## src/hdl/msp_pkg.sv

```systemverilog
// Shared types, constants and the angle-to-length function for the servo pulse generator.
`timescale 1ns / 1ps
package msp_pkg;

  localparam int Channels    = 8;
  localparam int ChanIdxW    = 3;
  localparam int AngleW      = 8;
  localparam int LenW        = 5;
  localparam int PeriodW     = 8;
  localparam int ActiveW     = 4;
  localparam int LevelsW     = 8;
  localparam int CntW        = ($clog2(Channels + 1) > ActiveW) ?
                               $clog2(Channels + 1) : ActiveW;
  localparam int PinPadW     = (Channels > LevelsW) ? Channels : LevelsW;
  localparam int ScaledW     = AngleW + 3;

  localparam logic [AngleW-1:0]  AngleMax    = 8'd180;
  localparam int                 LenSpan     = 8;
  localparam logic [LenW-1:0]    LenBase     = 5'd8;
  localparam logic [LenW-1:0]    LenReset    = 5'd10;
  localparam logic [PeriodW-1:0] PeriodReset = 8'd156;

  localparam logic CmdTick = 1'b0;
  localparam logic CmdSet  = 1'b1;

  localparam logic RegActive = 1'b0;
  localparam logic RegPeriod = 1'b1;

  typedef struct packed {
    logic                command;
    logic [ChanIdxW-1:0] channel;
    logic [AngleW-1:0]   angle;
  } item_t;

  typedef struct packed {
    logic [CntW-1:0]    eff_count;
    logic [PeriodW-1:0] period;
  } cfg_t;

  // 8 + min(angle,180)*8/180, done as eight threshold compares
  function automatic logic [LenW-1:0] pulse_len(input logic [AngleW-1:0] angle);
    logic [AngleW-1:0]  clamped;
    logic [ScaledW-1:0] scaled;
    logic [LenW-1:0]    steps;
    clamped = (angle > AngleMax) ? AngleMax : angle;
    scaled  = {clamped, 3'b000};
    steps   = '0;
    for (int k = 1; k <= LenSpan; k++) begin
      if (scaled >= ScaledW'(int'(AngleMax) * k)) begin
        steps = steps + LenW'(1);
      end
    end
    return LenBase + steps;
  endfunction

endpackage

```

## src/hdl/multi_channel_servo_pwm.sv

```systemverilog
// Top level of the multi-channel servo pulse generator.
`timescale 1ns / 1ps
// Usage:
//   Slave stream carries commands: tuser = command (0 tick, 1 set angle),
//   tdata = channel and angle. Each beat yields exactly one master beat with
//   the channel output levels and a request-accepted flag.
//   Config channel (cfg_valid_i/cfg_ready_o, always ready) writes register 0
//   (active channel count) and register 1 (frame length in ticks); write it
//   only while no beat is in flight.
//   Path: a command beat is taken into the input register, then the channel
//   update writes the result register, which drives m_axis_tvalid_o.
//   Throughput: one beat per cycle while m_axis_tready_i keeps up, with the
//   channel update combinational between the two registers.
//   Reset: no channels active, frame length 156, every stored pulse length
//   10 ticks, all channel pins low, no result pending.
//   Stall: while m_axis_tready_i is low the result holds; one more command is
//   taken into the input register, then s_axis_tready_o drops until the
//   result is taken.
module multi_channel_servo_pwm (
  input  logic        clk_i,
  input  logic        rst_ni,
  input  logic        s_axis_tvalid_i,
  output logic        s_axis_tready_o,
  input  logic [15:0] s_axis_tdata_i,   // [2:0] channel, [10:3] angle, zero pad
  input  logic        s_axis_tuser_i,   // [0] command
  output logic        m_axis_tvalid_o,
  input  logic        m_axis_tready_i,
  output logic [15:0] m_axis_tdata_o,   // [7:0] output_levels, [8] request_accepted
  input  logic        cfg_valid_i,
  output logic        cfg_ready_o,
  input  logic        cfg_index_i,
  input  logic [7:0]  cfg_data_i
);

  logic [msp_pkg::ActiveW-1:0] active_q;
  logic [msp_pkg::PeriodW-1:0] period_q;
  msp_pkg::cfg_t               cfg;
  msp_pkg::item_t              in_item, item;
  logic                        item_valid, pop;
  logic [msp_pkg::LevelsW-1:0] levels;
  logic                        accepted;

  assign cfg_ready_o = 1'b1;

  always_ff @(posedge clk_i or negedge rst_ni) begin
    if (!rst_ni) begin
      active_q <= '0;
      period_q <= msp_pkg::PeriodReset;
    end else if (cfg_valid_i) begin
      case (cfg_index_i)
        msp_pkg::RegActive: active_q <= cfg_data_i[msp_pkg::ActiveW-1:0];
        msp_pkg::RegPeriod: period_q <= cfg_data_i;
        default: ;
      endcase
    end
  end

  // clamp the active count to the channels built
  always_comb begin
    cfg.period = period_q;
    if (msp_pkg::CntW'(active_q) > msp_pkg::CntW'(msp_pkg::Channels)) begin
      cfg.eff_count = msp_pkg::CntW'(msp_pkg::Channels);
    end else begin
      cfg.eff_count = msp_pkg::CntW'(active_q);
    end
  end

  assign in_item.command = s_axis_tuser_i;
  assign in_item.channel = s_axis_tdata_i[2:0];
  assign in_item.angle   = s_axis_tdata_i[10:3];

  msp_in_reg u_in_reg (
    .clk_i        (clk_i),
    .rst_ni       (rst_ni),
    .in_valid_i   (s_axis_tvalid_i),
    .in_ready_o   (s_axis_tready_o),
    .in_item_i    (in_item),
    .item_valid_o (item_valid),
    .item_o       (item),
    .pop_i        (pop)
  );

  msp_engine u_engine (
    .clk_i        (clk_i),
    .rst_ni       (rst_ni),
    .cfg_i        (cfg),
    .item_valid_i (item_valid),
    .item_i       (item),
    .pop_o        (pop),
    .out_valid_o  (m_axis_tvalid_o),
    .out_ready_i  (m_axis_tready_i),
    .levels_o     (levels),
    .accepted_o   (accepted)
  );

  assign m_axis_tdata_o = {7'b0, accepted, levels};

endmodule

```

## src/hdl/msp_in_reg.sv

```systemverilog
// Input register stage: captures one command beat and holds it until the engine pops it.
`timescale 1ns / 1ps
module msp_in_reg (
  input  logic            clk_i,
  input  logic            rst_ni,
  input  logic            in_valid_i,
  output logic            in_ready_o,
  input  msp_pkg::item_t  in_item_i,
  output logic            item_valid_o,
  output msp_pkg::item_t  item_o,
  input  logic            pop_i
);

  logic           valid_q, valid_d;
  msp_pkg::item_t item_q;

  assign in_ready_o   = !valid_q || pop_i;
  assign item_valid_o = valid_q;
  assign item_o       = item_q;

  always_comb begin
    valid_d = valid_q;
    if (in_valid_i && in_ready_o) begin
      valid_d = 1'b1;
    end else if (pop_i) begin
      valid_d = 1'b0;
    end
  end

  always_ff @(posedge clk_i or negedge rst_ni) begin
    if (!rst_ni) begin
      valid_q <= 1'b0;
    end else begin
      valid_q <= valid_d;
    end
  end

  always_ff @(posedge clk_i) begin
    if (in_valid_i && in_ready_o) begin
      item_q <= in_item_i;
    end
  end

endmodule

```

## src/hdl/msp_engine.sv

```systemverilog
// Channel state, combinational item update and the result register.
`timescale 1ns / 1ps
module msp_engine (
  input  logic                         clk_i,
  input  logic                         rst_ni,
  input  msp_pkg::cfg_t                cfg_i,
  input  logic                         item_valid_i,
  input  msp_pkg::item_t               item_i,
  output logic                         pop_o,
  output logic                         out_valid_o,
  input  logic                         out_ready_i,
  output logic [msp_pkg::LevelsW-1:0]  levels_o,
  output logic                         accepted_o
);

  logic [msp_pkg::LenW-1:0]     len_q [msp_pkg::Channels];
  logic [msp_pkg::LenW-1:0]     len_d [msp_pkg::Channels];
  logic [msp_pkg::LenW-1:0]     rem_q [msp_pkg::Channels];
  logic [msp_pkg::LenW-1:0]     rem_d [msp_pkg::Channels];
  logic [msp_pkg::Channels-1:0] pin_q, pin_d;
  logic [msp_pkg::PeriodW-1:0]  frame_q, frame_d, frame_dec;
  logic                         wrap;
  logic [msp_pkg::LenW-1:0]     new_len;
  logic                         chan_ok;
  logic                         out_valid_q, out_valid_d;
  logic [msp_pkg::LevelsW-1:0]  levels_q;
  logic                         accepted_q;
  logic [msp_pkg::PinPadW-1:0]  pin_pad;
  logic [msp_pkg::Channels-1:0] rem_nz;
  logic [msp_pkg::Channels-1:0] len_ok;

  assign pop_o       = item_valid_i && (!out_valid_q || out_ready_i);
  assign out_valid_o = out_valid_q;
  assign levels_o    = levels_q;
  assign accepted_o  = accepted_q;

  assign new_len   = msp_pkg::pulse_len(item_i.angle);
  assign chan_ok   = msp_pkg::CntW'(item_i.channel) < cfg_i.eff_count;
  assign frame_dec = frame_q - msp_pkg::PeriodW'(1);
  assign wrap      = (frame_dec == '0);
  assign pin_pad   = msp_pkg::PinPadW'(pin_d);

  always_comb begin
    frame_d = frame_q;
    pin_d   = pin_q;
    for (int i = 0; i < msp_pkg::Channels; i++) begin
      len_d[i] = len_q[i];
      rem_d[i] = rem_q[i];
      if (item_i.command == msp_pkg::CmdSet) begin
        if (chan_ok && msp_pkg::CntW'(item_i.channel) == msp_pkg::CntW'(i)) begin
          len_d[i] = new_len;
        end
      end else if (msp_pkg::CntW'(i) < cfg_i.eff_count) begin
        // count down a running pulse, drop the pin as it expires
        if (rem_q[i] != '0) begin
          rem_d[i] = rem_q[i] - msp_pkg::LenW'(1);
          if (rem_q[i] == msp_pkg::LenW'(1)) begin
            pin_d[i] = 1'b0;
          end
        end
        if (wrap) begin
          rem_d[i] = len_q[i];
          pin_d[i] = 1'b1;
        end
      end
    end
    if (item_i.command == msp_pkg::CmdTick) begin
      frame_d = wrap ? cfg_i.period : frame_dec;
    end
  end

  always_comb begin
    out_valid_d = out_valid_q;
    if (pop_o) begin
      out_valid_d = 1'b1;
    end else if (out_ready_i) begin
      out_valid_d = 1'b0;
    end
  end

  always_ff @(posedge clk_i or negedge rst_ni) begin
    if (!rst_ni) begin
      for (int i = 0; i < msp_pkg::Channels; i++) begin
        len_q[i] <= msp_pkg::LenReset;
        rem_q[i] <= '0;
      end
      pin_q       <= '0;
      frame_q     <= msp_pkg::PeriodReset;
      out_valid_q <= 1'b0;
    end else begin
      out_valid_q <= out_valid_d;
      if (pop_o) begin
        for (int i = 0; i < msp_pkg::Channels; i++) begin
          len_q[i] <= len_d[i];
          rem_q[i] <= rem_d[i];
        end
        pin_q   <= pin_d;
        frame_q <= frame_d;
      end
    end
  end

  always_ff @(posedge clk_i) begin
    if (pop_o) begin
      levels_q   <= pin_pad[msp_pkg::LevelsW-1:0];
      accepted_q <= (item_i.command == msp_pkg::CmdSet) && chan_ok;
    end
  end

  always_comb begin
    for (int i = 0; i < msp_pkg::Channels; i++) begin
      rem_nz[i] = (rem_q[i] != '0);
      len_ok[i] = (len_q[i] >= msp_pkg::LenBase) &&
                  (len_q[i] <= msp_pkg::LenBase + msp_pkg::LenW'(msp_pkg::LenSpan));
    end
  end

`ifndef ASSERT_OFF
  // a running pulse always has its pin high
  a_rem_implies_pin: assert property (@(posedge clk_i) disable iff (!rst_ni)
    (rem_nz & ~pin_q) == '0)
    else $error("pulse counter running with pin low");

  a_len_range: assert property (@(posedge clk_i) disable iff (!rst_ni)
    &len_ok)
    else $error("stored pulse length out of range");

  a_tick_not_accepted: assert property (@(posedge clk_i) disable iff (!rst_ni)
    pop_o && item_i.command == msp_pkg::CmdTick |=> !accepted_q)
    else $error("tick reported as accepted request");

  a_pop_gives_result: assert property (@(posedge clk_i) disable iff (!rst_ni)
    pop_o |=> out_valid_q)
    else $error("popped item produced no result");
`endif

endmodule
```

## config.mk

```make
export PLATFORM = sky130hd
export DESIGN_NAME = multi_channel_servo_pwm
export DESIGN_NICKNAME = d
export VERILOG_FILES = /design/src/hdl/msp_pkg.sv /design/src/hdl/multi_channel_servo_pwm.sv /design/src/hdl/msp_in_reg.sv /design/src/hdl/msp_engine.sv
export SDC_FILE = /design/constraint.sdc
export NUM_CORES = 1
export LEC_CHECK = 0
export BUFFER_PORTS_ARGS = -buffer_cell sky130_fd_sc_hd__clkbuf_2
export CAP_MARGIN = 25
export CORE_UTILIZATION = 58
export CTS_CLUSTER_DIAMETER = 40
export CTS_CLUSTER_SIZE = 8
export DETAILED_ROUTE_END_ITERATION = 10
export PLACE_DENSITY = 0.76
export SYNTH_ARGS = -nofsm -noshare
export SYNTH_HDL_FRONTEND = slang
export SYNTH_SLANG_ARGS = --single-unit
```

## constraint.sdc

```tcl
create_clock -name clk_i -period 8.29 [get_ports clk_i]
set_clock_uncertainty 0.2 [all_clocks]
set_input_delay 0.4145 -clock clk_i [delete_from_list [all_inputs] [get_ports clk_i]]
set_output_delay 0.4145 -clock clk_i [all_outputs]
set_load 0.02 [all_outputs]
```

==> After elaboration in Yosys (flattened, before gate mapping) <==
Cells that the tools add are included.
{ "op_classes": {"add_sub_neg": 17, "multipliers": 0, "n_div": 0, "order_cmp": 19, "n_eq_ne": 15, "n_shift": 0, "mux": 71, "n_bitwise": 2, "n_reduce_logical": 54} }
{ "op_table": {"columns": ["cell", "n"], "rows": [
  ["$mux 5", 23],
  ["$mux 1", 45],
  ["$eq 5x1->1 const B", 8],
  ["$reduce_bool 5->1", 8],
  ["$sub 5x1->5 const B", 8],
  ["$ge 11x10->1 const B", 3],
  ["$ge 11x11->1 const B", 3],
  ["$reduce_and 4->1", 8],
  ["$add 5x1->5 const B", 6],
  ["$reduce_and 3->1", 8],
  ["$reduce_bool 2->1", 10],
  ["$lt 3x4->1 const A", 4],
  ["$mux 8", 2],
  ["$eq 3x3->1 const B", 4],
  ["$ge 11x8->1 const B", 1],
  ["$ge 11x9->1 const B", 1],
  ["$logic_and 1x1->1", 11],
  ["$gt 8x8->1 const B", 1],
  ["$logic_not 8->1", 1],
  ["$lt 1x4->1 const A", 2],
  ["$lt 2x4->1 const A", 2],
  ["$sub 8x1->8 const B", 1],
  ["$eq 3x2->1 const B", 2],
  ["$reduce_and 2->1", 3],
  ["other kinds (10)", 13]
]} }
{ "totals": {"ff_bits": 131, "latch_bits": 0, "mem_bits_rw": 0, "romBits": 0, "in_bits": 31, "out_inout_bits": 19, "word_cells": 205, "n_memories": 0} }

==> Depth between registers and ports, before layout <==
Gate-level depths: netlist of run 1.
{ "depth": {"ltp_word": 19, "mapped_depth": 29, "mapped_depth_nobuf": 27} }

==> Cells and area by module <==
A second synthesis of run 1 with hierarchy kept.
{ "unflattened": {"hier_cells": 726, "area_unflattened_um2": 7429.6} }
{ "modules_own_cells": {"columns": ["mod", "instances", "cells_each", "area_per_inst_um2", "seq_area_each_um2"], "rows": [
  ["msp_engine", 1, 669, 6452.4, 2722.6],
  ["multi_channel_servo_pwm", 1, 41, 563.0, 305.3],
  ["msp_in_reg", 1, 16, 414.1, 385.4]
]} }

==> Least setup slack after synthesis of run 1 <==
No wires, ideal clock.
{ "synth_path": {"path_type": "register -> register", "from": "register u_in_reg.item_q, in the netlist u_in_reg.item_o[5]", "to": "register u_engine.len_q[14] (netlist bit)", "setup_time_ps": 141, "arrival_ps": 5184, "required_time_ps": 7949, "path_slack_ps": 2765, "path_stages_with_launch": 27, "path_buffers": 1, "synth_period_minus_slack_ps": 5525, "cell_sequence": "edfxtp_1 -> clkbuf_1 -> or2_2 -> a211oi_1 -> inv_1 -> ha_1 -> mux2_2 -> ha_1 -> o21ai_0 -> o41ai_1 -> ha_1 -> nor2_1 -> a21oi_1 -> ha_1 -> inv_1 -> o211ai_1 -> o31ai_1 -> a21oi_2 -> ha_1 -> and2_1 -> a21boi_0 -> xnor2_1 -> o22ai_1 -> xnor2_1 -> o21ai_0 -> a21oi_1 -> a31oi_1"} }
{ "synth_via": {"elab_chain_cells": 19, "elab_cells_between_ends": 26, "cone_classes": "8 x add/sub; 9 x order compare; 9 x mux"} }
{ "synth_lines": {"columns": ["item", "line_no", "text"], "rows": [
  ["start: declaration", "msp_in_reg.sv:15", "msp_pkg::item_t item_q;"],
  ["start signal: assignment", "msp_in_reg.sv:40", "item_q <= in_item_i;"],
  ["$gt 8x8->1", "msp_pkg.sv:45", "clamped = (angle > AngleMax) ? AngleMax : angle;"],
  ["$mux 8 (*)", "msp_pkg.sv:45", null],
  ["$ge 11x8->1", "msp_pkg.sv:49", "if (scaled >= ScaledW'(int'(AngleMax) * k)) begin"],
  ["$mux 1", "msp_pkg.sv:49", null],
  ["$add 1x1->2", "msp_pkg.sv:50", "steps = steps + LenW'(1);"],
  ["$mux 5", "msp_pkg.sv:49", null],
  ["$add 5x1->5", "msp_pkg.sv:50", null],
  ["$mux 5", "msp_pkg.sv:49", null],
  ["(+3 left out)", null, null],
  ["$mux 5", "msp_pkg.sv:49", null],
  ["$add 5x1->5", "msp_pkg.sv:50", null],
  ["$mux 5", "msp_pkg.sv:49", null],
  ["$add 5x1->5", "msp_pkg.sv:50", null],
  ["$mux 5", "msp_pkg.sv:49", null],
  ["$add 5x1->5", "msp_pkg.sv:50", null],
  ["$mux 5 (*)", "msp_pkg.sv:49", null],
  ["$add 4x5->5 (*)", "msp_pkg.sv:53", "return LenBase + steps;"],
  ["end signal: indexed assignment", "msp_engine.sv:84", "len_q[i] <= msp_pkg::LenReset;"],
  ["end signal: indexed assignment", "msp_engine.sv:94", "len_q[i] <= len_d[i];"],
  ["end: declaration", "msp_engine.sv:16", "logic [msp_pkg::LenW-1:0] len_q [msp_pkg::Channels];"]
]} }
Mark *: on every way between the ends. The rest lies on a longest branch, timed or not.
A chain may end at the register's enable or synchronous reset.

==> Worst setup path in the final report of run 1 <==
{ "layout_path": {"from": "register u_in_reg.item_q, in the netlist u_in_reg.item_o[5]", "to": "register u_engine.len_q[18] (netlist bit)"} }
Same word-level chain as after synthesis.

==> parameters.txt, run 1 <==
Parameter                              Value

Run status
  Status ... finished, final reports clean

Timing
  Final sum of negative setup slack ... 0 ns
  Slew at the pin closest to its max-slew limit ... 1.05 ns
  Remaining max-slew budget at the tightest pin ... 28.2%
  Worst Setup Slack, final ... 1.76 ns
  Shortest period the worst path allows ... 6.53 ns
  Final setup vio count ... 0
  Unrepaired setup endpoints after global routing ... no
  Fin. max-slew vios ... 0
  Max Clock Freq ... 153 MHz
  Number of failing hold endpoints at the final stage ... 0
  Period utilisation layout ... 78.8%

Pwr
  Switching Fraction ... 35.5%
  Sequential cell fraction of total power ... 42.5%
  Internal power ... 1.74 mW
  Logic gate share of total power ... 30.2%
  Proportion of power drawn by the clock network ... 27.3%
  VDD IR max ... 0.176 mV
  Total Power Consumption ... 2.70 mW
  Static Leak ... 3.50 nW
  Switching power ... 958 uW
  Power density over the cells ... 327 mW/mm2

Floorplanning
  Placeable core region ... 0.0121 mm2
  Die Width ... 114 um
  I/O Pins ... 50
  Height of the die ... 114 um
  Total Die Area ... 0.0130 mm2
  Starting utilization of the core area ... 60.2%
  FP Rows ... 40

GRT
  Total routing resource utilization after global routing ... 27.9%
  Number of global-route vias before repair ... 5970
  Global route overflow ... 0
  Global-route wire length before repair ... 28.2 mm
  Maximum number of pins on one net before global-route repair ... 80
  Number of antenna violations at the first check in global routing ... 0

Critical path
  Worst Setup Path Type ... reg2reg
  Required time of the worst setup path ... 8.40 ns
  Cells on worst reg2reg path ... 25
  Element type at the critical path start ... flip-flop
  Worst setup EP type ... flip-flop
  Cell mode on critical path ... ha_1
  Worst endpoint data arrival time ... 6.64 ns
  Slowest cell delay on critical path ... 0.68 ns
  Worst reg2reg startpoint ... u_in_reg.item_o[5]
  Slowest CP cell ... xnor2_1
  Cell type group with the largest total delay on the critical path ... compound AO/OA/AOI/OAI gates
  Buf/Inv on CP ... 2
  Critical path peak fanout ... 11
  Worst setup slack for register-to-register paths ... 1.76 ns
  Reg-to-reg endpoint ... u_engine.len_q[18]

Worst hold path
  Hold Path Stages ... 3
  Hold endpoint ... active_q[3]
  Hold Path Class ... in2reg
  Launch point of the worst hold path ... cfg_data_i[3]

Drt
  WL per Instance ... 16.7 um
  First-pass DRT Iterations ... 5
  Post-detailed-route DRC marker count ... 0
  Post-route met1 wirelength ... 7.18 mm
  Top Layer Used ... met4
  Detailed Route WL ... 16.8 mm
  Drt first-iter violations ... 436
  Met2 Wirelength ... 8.22 mm
  Detailed-route vias per instance ... 5.97
  Via count of the routed design ... 6000
  Antenna viol nets, final ... 0
  Detail Route met3 WL ... 946 um

Final layout
  Fillers ... 956
  Share of layout cells above drive strength 1 ... 14.6%
  Final net count ... 890
  Antenna diodes ... 0
  Synthesis-to-layout area growth ... 13.3%

Placed design
  Gpl congestion ... 0.923
  Setup WS pre-CTS ... 1.85 ns
  Number of input and output port buffers inserted ... 36
  HPWL after DPL ... 11.1 mm

Run
  Max-cap viol count ... 0

Logic synthesis
  Proportion of synthesized flip-flops having asynchronous set or reset ... 84.0%
  Number of distinct library cells after synthesis ... 65
  Proportion of synthesized chip area in sequential cells ... 46.8%
  Synthesis-stage register bit count ... 131
  EDFF count, synth ... 21
  Cell area after synthesis ... 0.00729 mm2
  Avg Cell Area, Syn ... 9.20 um2
  Post-synthesis instance total ... 792
  Yosys warning total ... 0
  Synth Flop Type ... dfrtp_1

CTS
  Number of sinks driven by the clock tree ... 131
  CTS tree ... done
  Root Driver ... clkbuf_16
  Setup fix buffers added after clock tree synthesis ... 0
  TritonCTS Buffers ... 17
  Clock-pin slew on the worst setup and hold paths ... 0.06 ns
  Number of buffers between clock root and the deepest sink ... 2
  H-tree levels ... 4
  Clock latency at the later pin of the worst-skew pair ... 0.43 ns
[how the worst max path moves through the flow]
stage	to	cells past startpoint	slack, ns	startpoint
2_1_floorplan	u_engine.len_q[14]	26	2.77	u_in_reg.item_o[5]
3_3_place_gp	u_engine.len_q[18]	25	2.14	u_in_reg.item_o[6]
3_5_place_dp	u_engine.len_q[18]	25	1.85	u_in_reg.item_o[5]
4_1_cts	u_engine.len_q[18]	25	1.74	u_in_reg.item_o[6]
5_1_grt	u_engine.len_q[23]	25	1.27	u_in_reg.item_o[6]
6_report	u_engine.len_q[18]	25	1.76	u_in_reg.item_o[5]
[power groups by stage]
stage | registers, mW | clock network, mW | logic, mW
after floorplan | 1.08 | 0 | 0.628
after global placement | 1.13 | 0 | 0.743
after detailed placement | 1.14 | 0 | 0.799
after CTS | 1.14 | 0.741 | 0.813
after global routing | 1.18 | 0.769 | 0.938
final | 1.15 | 0.736 | 0.815
[registers in the layout, indices dropped and copies added (netlist names)]
| signal | flops |
|---|---|
| active_q | 4 |
| period_q | 8 |
| u_engine.accepted_o | 1 |
| u_engine.frame_q | 8 |
| u_engine.len_q | 40 |
| u_engine.levels_o | 8 |
| u_engine.out_valid_o | 1 |
| u_engine.pin_q | 8 |
| u_engine.rem_q | 40 |
| u_in_reg.item_o | 12 |
| u_in_reg.item_valid_o | 1 |
[per-layer routing]
layer | up-vias | global-route usage, %
met5 | - | 0
li1 | 2868 | -
met1 | 2895 | 34.5
met3 | 34 | 6.03
met4 | 0 | 11.9
met2 | 203 | 47.5
[synthesized netlist by cell type, types with 8 or more instances]
cell type   n  share of area, %
o211ai_1   11               1.1
a21oi_1    50               3.4
inv_1      30               1.5
mux2_2     14               2.2
and3_1      8              0.69
xnor2_1    10               1.2
nor2_1     78               4.0
buf_4       9              0.93
a31oi_1    22               1.9
o21a_1     12               1.2
edfxtp_1   21               8.7
ha_1       35               6.0
nor3_1     30               2.1
dfrtp_1    86                30
nand3_1     9              0.62
nand2_1    97               5.0
dfstp_2    24               8.7
clkbuf_1   33               1.7
o21ai_0    96               6.6
[through the flow]
| stage | std cells | utilization [%] | hold WS [ns] | area [um2] |
|---|---|---|---|---|
| finish | 1005 | 68.2 | 0.0218 | 8260 |
| global route | 1005 | 68.2 | 0.0287 | 8260 |
| CTS | 1004 | 67.9 | 0.0145 | 8230 |
| detailed placement | 958 | 62.0 | 0.171 | 7510 |
| global placement | 958 | 62.0 | 0.166 | 7510 |
| floorplan | 798 | - | -0.0811 | 7310 |
[worst register-to-register path: stages (launching register included)]
cell and delay (ns):
edfxtp_1 0.57, or2_2 0.40, a211oi_1 0.35, inv_1 0.09, ha_1 0.27, mux2_2 0.28
ha_1 0.33, o21ai_0 0.09, o41ai_1 0.10, ha_1 0.36, nor2_1 0.12, a21oi_1 0.06
ha_1 0.30, inv_1 0.04, o211ai_1 0.10, o31ai_1 0.13, a21oi_2 0.23, ha_1 0.17
and2_1 0.13, a21boi_0 0.43, xnor2_1 0.18, o22ai_1 0.11, xnor2_1 0.36, nor2_1 0.11
xnor2_1 0.68, o21ai_0 0.24
[cell type report]
type                    instances  area (um2)  area share (%)
clock buffers                  22         474            5.74
clock inverters                10         106            1.29
inverters                      30         113            1.36
multi-input cells             588        3550            43.0
flip-flops and latches        131        3410            41.3
well taps                     168         210            2.55
repair buffers                 56         388            4.70
[what timing repair did]
action | in CTS | in global routing
gates resized for setup | 0 | 0
hold endpoints to repair | 34 | 0
hold buffers | 14 | 0
[cells by family (layout without fill, tap and decap cells)]
kind of cell	count (synthesis)	after routing	synth area share [%]
xor+xnor	13	13	1.56
mux	16	16	2.44
fa+ha+maj	35	35	6.01
compound gates	244	244	20.9
buf+inv	79	118	4.79
simple gates	272	272	17.4
other cells	2	8	0.103
flops	131	131	46.8
[placed cells by master (no fill, tap or decap), types with 11 or more instances in the layout]
cell type / count
nor3_1: 30
o21a_1: 12
dfstp_2: 24
edfxtp_1: 21
inv_1: 30
a31oi_1: 22
ha_1: 35
nor2_1: 78
clkbuf_16: 17
dlygate4sd3_1: 14
mux2_2: 14
dfrtp_1: 86
o21ai_0: 96
a21oi_1: 50
o211ai_1: 11
clkbuf_2: 35
nand2_1: 97
(Power assumes the default switching activity.)
==> run 2, diff against run 1 <==
- clock period: 8.29 -> 6.42 ns (I/O delays scaled with it)
==> parameters.txt, run 2 (synthesized netlist as in run 1, its figures left out) <==
Parameter                              Value

Run status
  Status ... finished, final reports clean

Pwr
  VDD IR max ... 0.233 mV
  Power density over the cells ... 409 mW/mm2
  Static Leak ... 3.54 nW
  Total Power Consumption ... 3.41 mW

Floorplanning
  I/O Pins ... 50
  Total Die Area ... 0.0130 mm2
  Die Width ... 114 um
  Starting utilization of the core area ... 60.2%
  Height of the die ... 114 um
  FP Rows ... 40
  Placeable core region ... 0.0121 mm2

Drt
  Via count of the routed design ... 6077
  Detailed-route vias per instance ... 5.96
  Detailed Route WL ... 16.8 mm
  Drt first-iter violations ... 566
  First-pass DRT Iterations ... 5
  Antenna viol nets, final ... 0
  Post-detailed-route DRC marker count ... 0
  WL per Instance ... 16.5 um

Placed design
  Setup WS pre-CTS ... 0.322 ns
  HPWL after DPL ... 11.1 mm
  Number of input and output port buffers inserted ... 36
  Gpl congestion ... 0.857

Final layout
  Most common cell after layout, fill and taps aside ... nand2_1
  Synthesis-to-layout area growth ... 14.2%
  Antenna diodes ... 0
  Commonest cells after routing, fill and taps aside ... 97 x nand2_1, 96 x o21ai_0, 86 x dfrtp_1
  Final net count ... 906
  Share of layout cells above drive strength 1 ... 14.7%

CTS
  Clock-pin slew on the worst setup and hold paths ... 0.05 ns
  Number of sinks driven by the clock tree ... 131
  Clock latency at the later pin of the worst-skew pair ... 0.42 ns
  TritonCTS Buffers ... 17
  Number of buffers between clock root and the deepest sink ... 2
  Root Driver ... clkbuf_16
  CTS tree ... done
  H-tree levels ... 4

Timing
  Max Clock Freq ... 168 MHz
  Unrepaired setup endpoints after global routing ... no
  Remaining max-slew budget at the tightest pin ... 46.0%
  Period utilisation layout ... 92.9%
  Shortest period the worst path allows ... 5.96 ns
  Slew at the pin closest to its max-slew limit ... 0.810 ns
  Fin Hold WS ... 0.0926 ns
  Fin. max-slew vios ... 0
  Number of failing hold endpoints at the final stage ... 0
  Worst Setup Slack, final ... 0.456 ns
  Final setup vio count ... 0
  Final sum of negative setup slack ... 0 ns

GRT
  Number of global-route vias before repair ... 5866
  Number of antenna violations at the first check in global routing ... 0
  Global route overflow ... 0
  Total routing resource utilization after global routing ... 27.8%
  Maximum number of pins on one net before global-route repair ... 63
  Global-route wire length before repair ... 28.0 mm

Worst hold path
  Hold Path Class ... in2reg

Critical path
  Required time of the worst setup path ... 6.55 ns
  Worst endpoint data arrival time ... 6.10 ns
  Worst setup EP type ... flip-flop
  Worst Setup Path Type ... reg2reg
  Element type at the critical path start ... flip-flop
  Critical path peak fanout ... 10

Run
  Max-cap viol count ... 0
## run 2: final timing paths
check,cells past startpoint,from,slack [ns],end
hold / removal,4,cfg_index_i,0.09,active_q[3]
setup reg to reg,25,u_in_reg.item_o[6],0.46,u_engine.len_q[24]
hold reg to reg,2,u_engine.len_q[26],0.28,u_engine.len_q[26]
setup / recovery,25,u_in_reg.item_o[6],0.46,u_engine.len_q[24]
min in group asynchronous,2,rst_ni,0.27,period_q[1]
max in group asynchronous,3,rst_ni,4.54,u_engine.rem_q[38]
## run 2: per-layer routing
metal	share of wire, %	vias up	GRT usage (%)
li1	-	2896	-
met4	2.4	0	11.8
met1	42	2923	33.9
met5	0	-	0
met3	5.7	39	6.83
met2	50	219	47.2
## run 2: final cells by class
cell class | instances | area (um2)
clock buffer | 26 | 489
clock inverter | 5 | 27.5
fill | 936 | 3790
inverter | 30 | 113
multi-input combinational | 588 | 3560
sequential | 131 | 3410
tap | 168 | 210
timing repair buffer | 72 | 510
## run 2: timing repair
action	4_1_cts	5_1_grt
endpoints found under the setup margin	0	10
setup buffers	0	0
hold endpoints to repair	63	0
gates resized for setup	0	2
hold buffers	23	0
## run 2: critical path, cell delays in order (launching register included)
cell and delay, ns:
edfxtp_1 0.54, or2_2 0.41, a211oi_1 0.33, inv_1 0.08
ha_1 0.26, mux2_2 0.28, ha_1 0.33, o21ai_0 0.09
o41ai_1 0.10, ha_1 0.33, nor2_1 0.11, a21oi_1 0.06
ha_1 0.29, inv_1 0.03, o211ai_1 0.08, o31ai_1 0.12
a21oi_2 0.22, ha_1 0.20, and2_1 0.13, a21boi_1 0.33
xnor2_1 0.12, o22ai_1 0.25, xnor2_2 0.19, a21oi_1 0.07
or3b_1 0.50, a31oi_1 0.23
## run 2: metrics by stage
step           area [um2]  util, %  cells
5_1_grt              8320     68.7   1020
4_1_cts              8310     68.6   1020
6_report             8320     68.7   1020
3_5_place_dp         7570     62.5    966
3_3_place_gp         7560     62.4    965
2_1_floorplan        7310        -    798
## run 2: power breakdown
group	internal (mW)	total, mW	switching [mW]
registers	1.21	1.47	0.265
clock network	0.519	0.854	0.335
logic	0.465	1.08	0.617
total	2.19	3.41	1.22
==> run 3, diff against run 2 <==
- GPL_TIMING_DRIVEN: unset -> 0
- SYNTH_HIERARCHICAL: unset -> 1
- clock period: 6.42 -> 7.35 ns (I/O delays scaled with it)
==> parameters.txt, run 3 <==
Parameter                              Value

Logic synthesis
  Dominant cell by count in the synthesized netlist ... dfrtp_1
  Proportion of synthesized chip area in sequential cells ... 45.9%
  Post-synthesis instance total ... 726
  Leading cell types by count after synthesis ... 86 x dfrtp_1, 59 x o21ai_0, 53 x mux2_2, 53 x nor2_1, 49 x a21oi_1
  Synthesis-stage register bit count ... 131
  Yosys warning total ... 6
  Biggest area consumer among synthesized cells ... dfrtp_1
  Number of distinct library cells after synthesis ... 83
  Area share of the largest cell type after synthesis ... 29.0%
  Cell area after synthesis ... 0.00743 mm2
  Synth top area cells ... dfrtp_1 29%, dfstp_2 8.5%, edfxtp_1 8.5%, mux2_2 8.0%, ha_1 5.9%
  EDFF count, synth ... 21
  Proportion of synthesized flip-flops having asynchronous set or reset ... 84.0%
  Avg Cell Area, Syn ... 10.2 um2
  Synth Flop Type ... dfrtp_1

Critical path
  Start point of the critical path ... u_in_reg/item_o[3]
  Reg-to-reg endpoint ... u_engine/len_q[37]
  Cells on worst reg2reg path ... 23
  Worst endpoint data arrival time ... 6.21 ns
  Worst reg2reg startpoint ... u_in_reg/item_o[3]
  Worst setup EP type ... flip-flop
  Element type at the critical path start ... flip-flop
  Worst setup slack for register-to-register paths ... 1.29 ns
  Worst Setup Path Type ... reg2reg
  Critical path peak fanout ... 10
  Required time of the worst setup path ... 7.50 ns

Placed design
  Setup WS pre-CTS ... 1.40 ns
  Cell Area, Placed ... 0.00787 mm2
  HPWL after DPL ... 12.3 mm
  Gpl congestion ... 0.920
  Number of input and output port buffers inserted ... 36
  Total instance count after detailed placement ... 938

Worst hold path
  Hold endpoint ... period_q[2]
  Hold Path Class ... in2reg
  Hold Path Stages ... 2
  Launch point of the worst hold path ... cfg_data_i[2]

Floorplanning
  Starting utilization of the core area ... 60.6%
  Height of the die ... 115 um
  I/O Pins ... 50
  Placeable core region ... 0.0123 mm2
  Total Die Area ... 0.0133 mm2
  Die Width ... 115 um
  FP Rows ... 40

Timing
  Final setup vio count ... 0
  Fin Hold WS ... 0.0156 ns
  Worst Setup Slack, final ... 1.29 ns
  Shortest period the worst path allows ... 6.06 ns
  Fin. max-slew vios ... 0
  Slew at the pin closest to its max-slew limit ... 1.04 ns
  Final sum of negative setup slack ... 0 ns
  Unrepaired setup endpoints after global routing ... no
  Remaining max-slew budget at the tightest pin ... 30.5%
  Max Clock Freq ... 165 MHz
  Number of failing hold endpoints at the final stage ... 0
  Period utilisation layout ... 82.5%

CTS
  Number of buffers between clock root and the deepest sink ... 2
  Clock-pin slew on the worst setup and hold paths ... 0.06 ns
  Clock latency at the later pin of the worst-skew pair ... 0.41 ns
  CTS tree ... done
  Root Driver ... clkbuf_16
  Post_cts resized ... 0
  Number of sinks driven by the clock tree ... 131
  TritonCTS Buffers ... 17
  H-tree levels ... 4

Drt
  Drt first-iter violations ... 580
  WL per Instance ... 18.7 um
  Antenna viol nets, final ... 0
  Via count of the routed design ... 6035
  Post-detailed-route DRC marker count ... 0
  First-pass DRT Iterations ... 6
  Detailed Route WL ... 18.5 mm
  Detailed-route vias per instance ... 6.10

GRT
  Maximum number of pins on one net before global-route repair ... 111
  Met2 Usage GRT ... 52.2%
  Met1 usage in global routing ... 36.5%
  Global route overflow ... 0
  Number of global-route vias before repair ... 5976
  Number of antenna violations at the first check in global routing ... 0
  Global-route wire length before repair ... 29.9 mm
  Global-route layer with the greatest usage ... met2
  Total routing resource utilization after global routing ... 30.2%
  Global-route met3 utilization ... 6.69%

Pwr
  Proportion of power drawn by the clock network ... 26.8%
  Switching Fraction ... 34.6%
  Logic gate share of total power ... 33.1%
  Sequential cell fraction of total power ... 40.1%
  Static Leak ... 3.69 nW
  Switching power ... 1.10 mW
  VDD IR max ... 0.245 mV
  Total Power Consumption ... 3.16 mW
  Power density over the cells ... 365 mW/mm2
  Internal power ... 2.07 mW

Final layout
  Commonest cells after routing, fill and taps aside ... 86 x dfrtp_1, 59 x o21ai_0, 53 x mux2_2, 53 x nor2_1, 49 x a21oi_1
  Final cell area excluding filler cells ... 0.00866 mm2
  Final design utilization ... 70.6%
  Non-Filler Instances ... 989
  Share of layout cells above drive strength 1 ... 25.3%
  Antenna diodes ... 0
  Most common cell after layout, fill and taps aside ... dfrtp_1
  Final net count ... 874
  Synthesis-to-layout area growth ... 16.6%

Run status
  Status ... finished, final reports clean

Run
  Max-cap viol count ... 0
-- run 3: cell count changes in the layout (fill, tap and decap cells not counted), moves of 6 or more --
cell / delta
nand2b_1: +10
o21bai_1: -6
mux2_2: +39
nor2_1: -25
nand3_1: +23
nand2_1: -55
o21ai_0: -37
a211oi_1: -6
o21a_1: -10
clkbuf_1: +8
buf_2: +18
-- run 3: routing by layer --
layer	part of all wire, %	vias up	wire length [um]
met3	6.8	38	1270
met2	51	266	9370
li1	-	2773	-
met5	0	-	0
met1	40	2958	7460
met4	2.3	0	431
-- run 3: what timing repair did --
item / CTS / global route
setup buffers: 0 / 0
endpoints found under the hold margin: 104 / 0
setup endpoints to repair: 0 / 0
hold buffers: 19 / 0
-- run 3: kinds of logic (layout without fill, tap and decap cells) --
| family | Yosys count | in the layout | share of synthesized area (%) |
|---|---|---|---|
| compound gates | 186 | 186 | 16.2 |
| xor+xnor | 16 | 16 | 2.63 |
| fa+ha+maj | 36 | 36 | 6.03 |
| buf+inv | 71 | 160 | 4.50 |
| flops | 131 | 131 | 45.9 |
| mux | 54 | 54 | 8.24 |
| other cells | 2 | 8 | 0.101 |
| simple gates | 230 | 230 | 16.4 |
-- run 3: worst max path at each step --
stage	to	slack (ns)	depth (start not counted)
6_report	u_engine/len_q[37]	1.29	23
5_1_grt	u_engine/len_q[17]	1.02	23
3_3_place_gp	u_engine/len_q[37]	1.18	22
2_1_floorplan	u_engine/len_q[14]	2.23	24
4_1_cts	u_engine/len_q[37]	1.34	23
3_5_place_dp	u_engine/len_q[37]	1.40	23
-- run 3: critical path: stages (launching register included) --
cell       delay, ns
edfxtp_1        0.36
buf_2           0.20
a31oi_1         0.33
nand2b_1        0.16
and3_1          0.20
inv_1           0.06
ha_1            0.37
xnor2_1         0.17
ha_1            0.32
a2bb2oi_1       0.17
ha_1            0.31
inv_1           0.06
o22ai_2         0.27
ha_1            0.30
mux2_2          0.27
ha_1            0.29
o211a_1         0.11
a41oi_1         0.24
o221ai_2        0.18
ha_1            0.24
and2_1          0.19
xnor2_1         0.56
buf_4           0.28
mux2_2          0.15
-- run 3: area by class of cell --
class / count / area (um2)
multi-input combinational: 530 / 3700
tap: 168 / 210
buffer: 41 / 221
fill: 911 / 3600
timing repair buffer: 57 / 402
clock inverter: 11 / 135
inverter: 30 / 113
sequential: 131 / 3410
clock buffer: 21 / 460
-- run 3: power groups by stage --
stage | Combinational, mW | Sequential, mW | Clock, mW
floorplan | 0.767 | 1.23 | 0
global placement | 0.959 | 1.25 | 0
detailed placement | 1.01 | 1.27 | 0
CTS | 1.03 | 1.26 | 0.857
global route | 1.17 | 1.30 | 0.888
finish | 1.05 | 1.27 | 0.847
